==> config.mk <==
export PLATFORM = sky130hd
export DESIGN_NAME = sacc_way_unit
export DESIGN_NICKNAME = d
export VERILOG_FILES = /design/src/sacc_pkg.sv /design/src/sacc_way_unit.sv
export SDC_FILE = /design/constraint.sdc
export NUM_CORES = 1
export LEC_CHECK = 0
export ABC_AREA = 1
export BUFFER_PORTS_ARGS = -buffer_cell sky130_fd_sc_hd__buf_2
export CORE_MARGIN = 10
export CORE_UTILIZATION = 35
export DETAILED_ROUTE_END_ITERATION = 8
export GPL_ROUTABILITY_DRIVEN = 0
export PLACE_DENSITY = 0.73
export SYNTH_ARGS = -nofsm -noshare
export SYNTH_HDL_FRONTEND = slang
export SYNTH_SLANG_ARGS = --single-unit
export TNS_END_PERCENT = 20
==> constraint.sdc <==
create_clock -name vclk -period 3.2
set_input_delay 0.32 -clock vclk [all_inputs]
set_output_delay 0.32 -clock vclk [all_outputs]
set_load 0.01 [all_outputs]
==> src/sacc_pkg.sv <==
`timescale 1ns / 1ps

package sacc_pkg;

    // Default geometry
    localparam int INDEX_BITS_DEF  = 8;
    localparam int OFFSET_BITS_DEF = 4;
    localparam int WAYS_DEF        = 4;

    // Fixed field widths
    localparam int ADDR_W      = 32;
    localparam int AGE_W       = 8;
    localparam int COST_W      = 9;
    localparam int WAY_FIELD_W = 2;
    localparam int CFG_INDEX_W = 2;

    localparam logic [AGE_W-1:0] AGE_MAX = 8'd255;

    // Cost figures
    localparam int HIT_COST       = 1;
    localparam int BYTE_FILL_COST = 25;
    localparam int MEM_WRITE_COST = 100;
    localparam int COST_MAX       = 511;

    // Configuration register indexes (index 3 is ignored)
    typedef enum logic [CFG_INDEX_W-1:0] {
        CFG_WRITE_ALLOCATE = 2'd0,
        CFG_WRITE_THROUGH  = 2'd1,
        CFG_USE_LRU        = 2'd2
    } cfg_reg_t;

    typedef enum logic {
        OP_LOAD  = 1'b0,
        OP_STORE = 1'b1
    } op_t;

    // Request item
    typedef struct packed {
        op_t               opcode;
        logic [ADDR_W-1:0] address;
    } req_t;

    // Response item
    typedef struct packed {
        logic                   hit;
        logic [WAY_FIELD_W-1:0] way;
        logic                   allocated;
        logic                   evicted;
        logic                   evicted_dirty;
        logic [COST_W-1:0]      cycle_cost;
    } rsp_t;

    // Result of the shared way unit
    typedef struct packed {
        logic             match;
        logic             older;
        logic [AGE_W-1:0] age;
    } way_res_t;

    // Sequencer states
    typedef enum logic [2:0] {
        ST_CLEAR,
        ST_IDLE,
        ST_READ,
        ST_SCAN,
        ST_DECIDE,
        ST_UPDATE,
        ST_DONE
    } state_t;

endpackage

==> src/sacc_way_unit.sv <==
`timescale 1ns / 1ps

// Shared per-way unit: ages one line, compares its tag, compares its age
// against the oldest seen so far in the set.
module sacc_way_unit #(
    parameter int TAG_W = 20
) (
    input  logic                       valid,
    input  logic [TAG_W-1:0]           line_tag,
    input  logic [sacc_pkg::AGE_W-1:0] line_age,
    input  logic [TAG_W-1:0]           req_tag,
    input  logic [sacc_pkg::AGE_W-1:0] best_age,
    output sacc_pkg::way_res_t         res
);

    logic [sacc_pkg::AGE_W-1:0] aged;

    // Saturating age step for valid lines
    always_comb
    begin
        if (valid && (line_age != sacc_pkg::AGE_MAX))
        begin
            aged = line_age + 1'b1;
        end
        else
        begin
            aged = line_age;
        end
    end

    assign res.age   = aged;
    assign res.match = valid && (line_tag == req_tag);
    assign res.older = (aged > best_age);

endmodule

==> impl_metrics.ini, run 1 <==
[floorplan]
die-area_um2 = 4768
start_util_pct = 37.35
coreArea_um2 = 2255
ios = 67
die_y_um = 69.05
die_width_um = 69.05
rows = 17

[finish]
nClkBuffers = 0
final-seq-area_um2 = 0
area.growth.synth_to_final_pct = 43.98
n_antenna_cell = 0
nets = 310
finalNonFillerCells = 270
layout-drive-gt1-share_pct = 30.58
nFlopsAndLatches = 0

[synth]
yosys_warnings = 0
synth_area_leaders = nand2_1 28%, inv_1 21%, ha_1 13%
synth_area_per_cell_um2 = 4.812
synth_nets = 241
synth.distinct_cells = 21
synth_cells = 175
synth_top_area_share_pct = 27.64
synth_most_common_cell = nand2_1
yosysSeqAreaShare_pct = 0
netlist_top_cells_count = 62 x nand2_1, 46 x inv_1, 22 x nor2_1
synth_largest_area_cell = nand2_1
syn_area_um2 = 842.1

[detailed_routing]
drc = 0
ant_nets = 0
avgRoutedWirePerCell_um = 9.970
vias = 1159
vias_per_cell = 4.293
first_iter_violations = 62
wl_um = 2692
dr.pass1.iters = 4

[global_routing]
grt_max_degree = 10
grt.overflow.total = 0
antenna_found_initial = 0
gr-usage-all-layers_pct = 10.45
grt_pass1_vias = 1175
grt_pass1_wl_um = 4698

[worst_setup_path]
critPathMaxFanout = 9
startpoint_type = input port
cp.arrival_ns = 2.08
end_kind = output pin
required_ns = 2.88
crit_type = input port to output pin

[sta]
tightest_slew_ns = 0.2633
max_freq_mhz = 416.9
hold_viol_final = 0
finalCritPeriodShare_pct = 74.97
setup_viol = 0
relSlewSlack_pct = 82.31
worst_slack_ns = 0.8011
drv_slew = 0
fin_tns_setup_ns = 0
rsz0062_at_grt = no
period_needed_ns = 2.399

[power]
power_density_nw_per_um2 = 115.4
p_leak_uw = 0.0008416
vdd_drop_max_v = 0.00005358

[place]
io_buffers = 67
dp_slack_ns = 0.7835
dp.cells = 270
hpwl_um = 2537

[worst_hold_path]
hp-class = input port to output pin

[clock_tree]
post-cts-setup-buffers = 0
cts-hold-fix-buffers = 0
cts_resized = 0

[outcome]
outcome = finished clean

[job]
drv_cap = 0
-- power breakdown --
part | total, uW | switching [uW] | internal (uW) | leakage (uW)
clock network | 0 | 0 | 0 | 0
logic | 140 | 74.3 | 65.5 | 0.000842
registers | 0 | 0 | 0 | 0
-- cell usage in the layout (no fill, tap or decap) --
| cell type | netlist | routed |
|---|---|---|
| nand2_1 | 62 | 62 |
| nand4_4 | 1 | 1 |
| ha_1 | 9 | 9 |
| nor2_4 | 1 | 1 |
| nand2_4 | 1 | 1 |
| xnor2_1 | 2 | 2 |
| o21a_1 | 1 | 1 |
| nand4_1 | 1 | 1 |
| o22ai_1 | 3 | 3 |
| xor2_2 | 1 | 1 |
| nor2_2 | 1 | 1 |
| nor3_1 | 1 | 1 |
| inv_1 | 46 | 46 |
| nand2_2 | 1 | 1 |
| nor2_1 | 22 | 22 |
| buf_2 | 0 | 67 |
| o2bb2ai_1 | 1 | 1 |
| a21oi_1 | 7 | 7 |
| nand3_1 | 7 | 7 |
| nor4_1 | 1 | 1 |
| o21ai_0 | 5 | 5 |
| inv_2 | 1 | 1 |
-- layer usage --
layer	track usage, %	vias up	part of all wire (%)
met5	0	-	0
met4	0.4435	0	0
met3	3.709	0	10
met2	16.83	45	42
met1	13.52	457	48
li1	-	657	-
-- through the flow --
| step | hold WS, ns | utilization [%] | instance area, um2 | total power [uW] |
|---|---|---|---|---|
| 2_1_floorplan | 0.7277 | - | 842.1 | 75.74 |
| 3_3_place_gp | 0.9985 | 53.77 | 1212 | 138.7 |
| 3_5_place_dp | 1.004 | 53.77 | 1212 | 140.5 |
| 4_1_cts | 1.004 | 53.77 | 1212 | 141.0 |
| 5_1_grt | 1.043 | 53.77 | 1212 | 163.8 |
| 6_report | 1.006 | 53.77 | 1212 | 139.9 |
-- path summary, 6_finish.rpt --
kind / start / end / slack, ns / cells past startpoint
worst max-delay path: line_age[0] / res[8] / 0.80 / 14
worst min-delay path: line_age[0] / res[0] / 1.01 / 3
-- worst max-delay path: stages --
cell     delay (ns)
buf_2          0.14
ha_1           0.20
nand2_2        0.09
inv_2          0.09
nand4_4        0.17
nand2_1        0.10
nand2_1        0.05
nand2_1        0.05
inv_1          0.04
ha_1           0.28
nand2_1        0.07
nor4_1         0.26
a21oi_1        0.06
buf_2          0.14
-- cell families after synthesis --
family | share of synthesized area (%)
simple gates | 50.37
buf+inv | 20.95
compound gates | 11.29
fa+ha+maj | 13.37
xor+xnor | 4.013
-- area by class of cell --
| cell class | count | area, um2 |
|---|---|---|
| fill | 255 | 1042 |
| multi-input combinational | 128 | 665.6 |
| timing repair buffer | 67 | 335.3 |
| inverter | 47 | 176.4 |
| tap | 28 | 35.03 |
Power figures use the tool's default switching activity.
==> inputs of run 2 (changes only) <==
--- a/config.mk
+++ b/config.mk
@@ -11,7 +11,7 @@
 export CORE_UTILIZATION = 35
 export DETAILED_ROUTE_END_ITERATION = 8
 export GPL_ROUTABILITY_DRIVEN = 0
-export PLACE_DENSITY = 0.73
+export PLACE_DENSITY = 0.76
 export SYNTH_ARGS = -nofsm -noshare
 export SYNTH_HDL_FRONTEND = slang
 export SYNTH_SLANG_ARGS = --single-unit
==> constraint.sdc (replaced) <==
create_clock -name vclk -period 2.1
set_input_delay 0.21 -clock vclk [all_inputs]
set_output_delay 0.21 -clock vclk [all_outputs]
set_load 0.01 [all_outputs]
==> run 2 against run 1 <==
Power is 79% higher. Clock-buffer cell count stayed put. Setup slack worse by 0.77 ns. Largest cell class unchanged. Largest power group unchanged.
==> impl_metrics.ini, run 2 (synthesized netlist as in run 1, its figures left out) <==
[finish]
nets = 318
layout_commonest_cell = buf_2
final-seq-area_um2 = 0
nClkBuffers = 0
nFlopsAndLatches = 0
multi_input_area_um2 = 769.5
layout_common_cells = 66 x buf_2, 58 x nand2_1, 46 x inv_1
area.growth.synth_to_final_pct = 64.04
layout-drive-gt1-share_pct = 37.20
fill_cells = 224
n_antenna_cell = 0

[sta]
tightest_slew_ns = 0.2785
finalCritPeriodShare_pct = 98.57
drv_slew = 0
fin_tns_setup_ns = 0
setup_viol = 0
hold_viol_final = 0
worst_slack_ns = 0.03013
period_needed_ns = 2.070
relSlewSlack_pct = 81.29
max_freq_mhz = 483.1

[place]
io_buffers = 67
dp_slack_ns = -0.02855
hpwl_um = 2525

[worst_setup_path]
max_stage_delay_ns = 0.27
cpMaxStageDelayCell = ha_4
cp.arrival_ns = 1.86
required_ns = 1.89
critPathMaxFanout = 5
cp_cell_sequence = buf_2 > ha_4 > nand2_4 > inv_4 > nand4_4 > nand2_1 > nand2_1 > nand2_1 > inv_1 > ha_4 > nand2_1 > o21ai_1 > nand2_1 > a21oi_1 > buf_2
crit_type = input port to output pin
end_kind = output pin
startpoint_type = input port
cp_common_cell = nand2_1

[floorplan]
start_util_pct = 37.35
die-area_um2 = 4768
coreArea_um2 = 2255
rows = 17
die_width_um = 69.05
die_y_um = 69.05
ios = 67

[detailed_routing]
avgRoutedWirePerCell_um = 11.29
drc = 0
vias_per_cell = 4.478
wl_um = 3139
first_iter_violations = 55
vias = 1245
dr.pass1.iters = 4
ant_nets = 0

[power]
vdd_drop_max_v = 0.00008881
power_density_nw_per_um2 = 181.7
p_leak_uw = 0.0008926

[global_routing]
antenna_found_initial = 0
grt_pass1_vias = 1166
grt_max_degree = 6
gr-usage-all-layers_pct = 10.25
grt_pass1_wl_um = 4623
grt.overflow.total = 0

[job]
drv_cap = 0

[worst_hold_path]
min-delay-start = line_tag[0]
hp-class = input port to output pin
hold_end = res[9]
holdPathStages = 5

[clock_tree]
cts-hold-fix-buffers = 0

[outcome]
outcome = finished clean
## run 2: cell count changes in the layout (fill, tap and decap cells not counted), sizes merged
cell	delta
nand4	+1
buf	+7
## run 2: power by group
part | internal (uW) | total (uW) | switching, uW
Combinational | 120 | 251 | 131
Sequential | 0 | 0 | 0
Clock | 0 | 0 | 0
Total | 120 | 251 | 131
## run 2: stage by stage
stage          utilization (%)  cell area, um2  total power, uW  hold slack, ns  cells
2_1_floorplan                -           842.1            115.4          0.5077    175
3_3_place_gp             54.77            1235            214.5          0.7687    273
3_5_place_dp             54.77            1235            217.5          0.7886    273
4_1_cts                  56.16            1266            223.5          0.7898    275
5_1_grt                  61.27            1381            285.5          0.8404    278
6_report                 61.27            1381            251.0          0.8065    278
## run 2: metal layers
metal | GRT usage (%) | share of wire, % | up-vias
li1 | - | - | 681
met1 | 12.72 | 43 | 510
met2 | 17.24 | 47 | 54
met3 | 3.852 | 9.4 | 0
met4 | 0 | 0 | 0
met5 | 0 | 0 | -
## run 2: timing repair
action                                  CTS  global route
endpoints found under the setup margin    1             1
buffers inserted                          1             3
pin swaps                                 4            10
gates cloned                              1             0
resized for setup                         2            18
## run 2: layout make-up
type,count,area share (%)
tap,28,2.536
multi-input combinational,129,55.71
timing repair buffer,74,28.80
inverter,47,12.95
## run 2: worst max-delay path: cells and delay by family
family | cells | cell delay, ns
AOI/OAI and AO/OA | 2 | 0.24
adders and majority gates | 2 | 0.42
buffers and inverters | 4 | 0.42
and+or+nand+nor | 7 | 0.54
## run 2: worst max-delay path by stage
stage / startpoint / to / slack [ns] / cells past startpoint
3_3_place_gp: line_age[1] / res[8] / 0.003 / 14
2_1_floorplan: line_age[0] / res[8] / 0.20 / 12
3_5_place_dp: line_age[1] / res[8] / -0.03 / 14
4_1_cts: line_age[3] / res[8] / 0.007 / 13
5_1_grt: line_age[1] / res[8] / -0.08 / 15
6_report: line_age[1] / res[8] / 0.03 / 15
==> inputs of run 3 (changes only) <==
==> constraint.sdc (replaced) <==
create_clock -name vclk -period 1.75
set_input_delay 0.175 -clock vclk [all_inputs]
set_output_delay 0.175 -clock vclk [all_outputs]
set_load 0.01 [all_outputs]
==> run 3 against run 2 <==
The flow now finishes with violations (setup timing). Die area stayed put. Global-route usage increased by 0.28 points. Sequential share of layout area unchanged. Critical endpoint unchanged. Largest cell class unchanged. Largest power group unchanged.
==> impl_metrics.ini, run 3 (synthesized netlist as in run 1, its figures left out) <==
[floorplan]
coreArea_um2 = 2255
start_util_pct = 37.35
rows = 17
ios = 67
die_y_um = 69.05
die_width_um = 69.05
die-area_um2 = 4768

[power]
switchingPower_uw = 177.4
clock_power_share_pct = 0
vdd_drop_max_v = 0.0001284
power_uw = 342.9
combPwrFrac_pct = 100.0
seq_power_share_pct = 0
p_leak_uw = 0.0009405
p_sw_share_pct = 51.76
power_density_nw_per_um2 = 231.0
internal_power_uw = 165.4

[global_routing]
antenna_found_initial = 0
grt_pass1_wl_um = 4698
gr-usage-all-layers_pct = 10.53
grt_pass1_vias = 1165
grt_max_degree = 6
grt.overflow.total = 0

[place]
hpwl_um = 2549
io_buffers = 67
dp.cells = 279

[worst_setup_path]
cp.arrival_ns = 1.84
cp_cell_sequence = buf_6 > nand2_4 > nor2_4 > nand2_2 > nor2_1 > o2bb2ai_1 > inv_1 > ha_1 > nand2_4 > nor4_4 > a21oi_2 > buf_2
critPathMaxFanout = 4
crit_type = input port to output pin
required_ns = 1.57
cpMaxStageDelayCell = ha_1
startpoint_type = input port
end_kind = output pin
max_stage_delay_ns = 0.33
cp_common_cell = nand2_4
crit_family = simple AND/OR/NAND/NOR gates
path_buf_inv = 3

[detailed_routing]
first_iter_violations = 40
wl_met2_um = 1525
vias = 1250
vias_per_cell = 4.448
wl_met1_um = 1307
dr.pass1.iters = 4
avgRoutedWirePerCell_um = 11.28
top_layer = met3
ant_nets = 0
drc = 0
dr_wl_met3_um = 337
wl_um = 3170

[finish]
nFlopsAndLatches = 0
final-seq-area_um2 = 0
layout_common_cells = 63 x buf_2, 56 x nand2_1, 43 x inv_1
fill_cells = 232
area.growth.synth_to_final_pct = 76.23
layout-drive-gt1-share_pct = 42.29
layout_commonest_cell = buf_2
finalNonFillerCells = 281
nets = 321
n_antenna_cell = 0
nClkBuffers = 0

[sta]
hold_viol_final = 0
worst_slack_ns = -0.2668
period_needed_ns = 2.017
max_freq_mhz = 495.8
setup_viol = 1
rsz0062_at_grt = yes
whs_ns = 0.7272
fin_tns_setup_ns = -0.2668
tightest_slew_ns = 0.2468
relSlewSlack_pct = 83.42
drv_slew = 0
finalCritPeriodShare_pct = 115.2

[outcome]
outcome = finished, violations left
violations = setup timing

[worst_hold_path]
hp-class = input port to output pin

[job]
drv_cap = 0
==> run 3: per-stage QoR <==
stage | setup WS (ns) | area [um2] | utilization, %
floorplan | 0.001520 | 875.8 | -
global placement | -0.2761 | 1314 | 58.27
global route | -0.3633 | 1484 | 65.82
finish | -0.2668 | 1484 | 65.82
CTS | -0.2048 | 1401 | 62.15
detailed placement | -0.2955 | 1314 | 58.27
==> run 3: power groups by stage <==
| stage | Clock, uW | Sequential [uW] | Combinational (uW) |
|---|---|---|---|
| 2_1_floorplan | 0 | 0 | 148 |
| 3_3_place_gp | 0 | 0 | 277 |
| 3_5_place_dp | 0 | 0 | 280 |
| 4_1_cts | 0 | 0 | 302 |
| 5_1_grt | 0 | 0 | 386 |
| 6_report | 0 | 0 | 343 |
==> run 3: area by class of cell <==
type,count,area [um2],area share (%)
tap,28,35.03,2.361
timing repair buffer,77,450.4,30.35
inverter,47,178.9,12.06
multi-input combinational,129,819.5,55.23
==> run 3: repair_timing <==
item	CTS	global route
setup endpoints to repair	1	1
pin swaps	9	15
gates cloned	1	0
hold buffers	0	0
buffers inserted	1	0
gates resized for setup	14	22
==> run 3: final timing paths <==
check   startpoint     end  slack [ns]  cells after the start
max    line_age[3]  res[8]       -0.27                     12
min    line_tag[0]  res[9]        0.73                      5
==> run 3: routing by layer <==
layer | track usage, % | vias up
li1 | - | 680
met1 | 12.70 | 515
met2 | 17.74 | 55
met3 | 4.565 | 0
met4 | 0 | 0
met5 | 0 | -
==> run 3: worst min-delay path: cells and delay by family <==
family          cells  cell delay [ns]
buf+inv             2             0.22
simple gates        2             0.11
compound gates      1             0.06
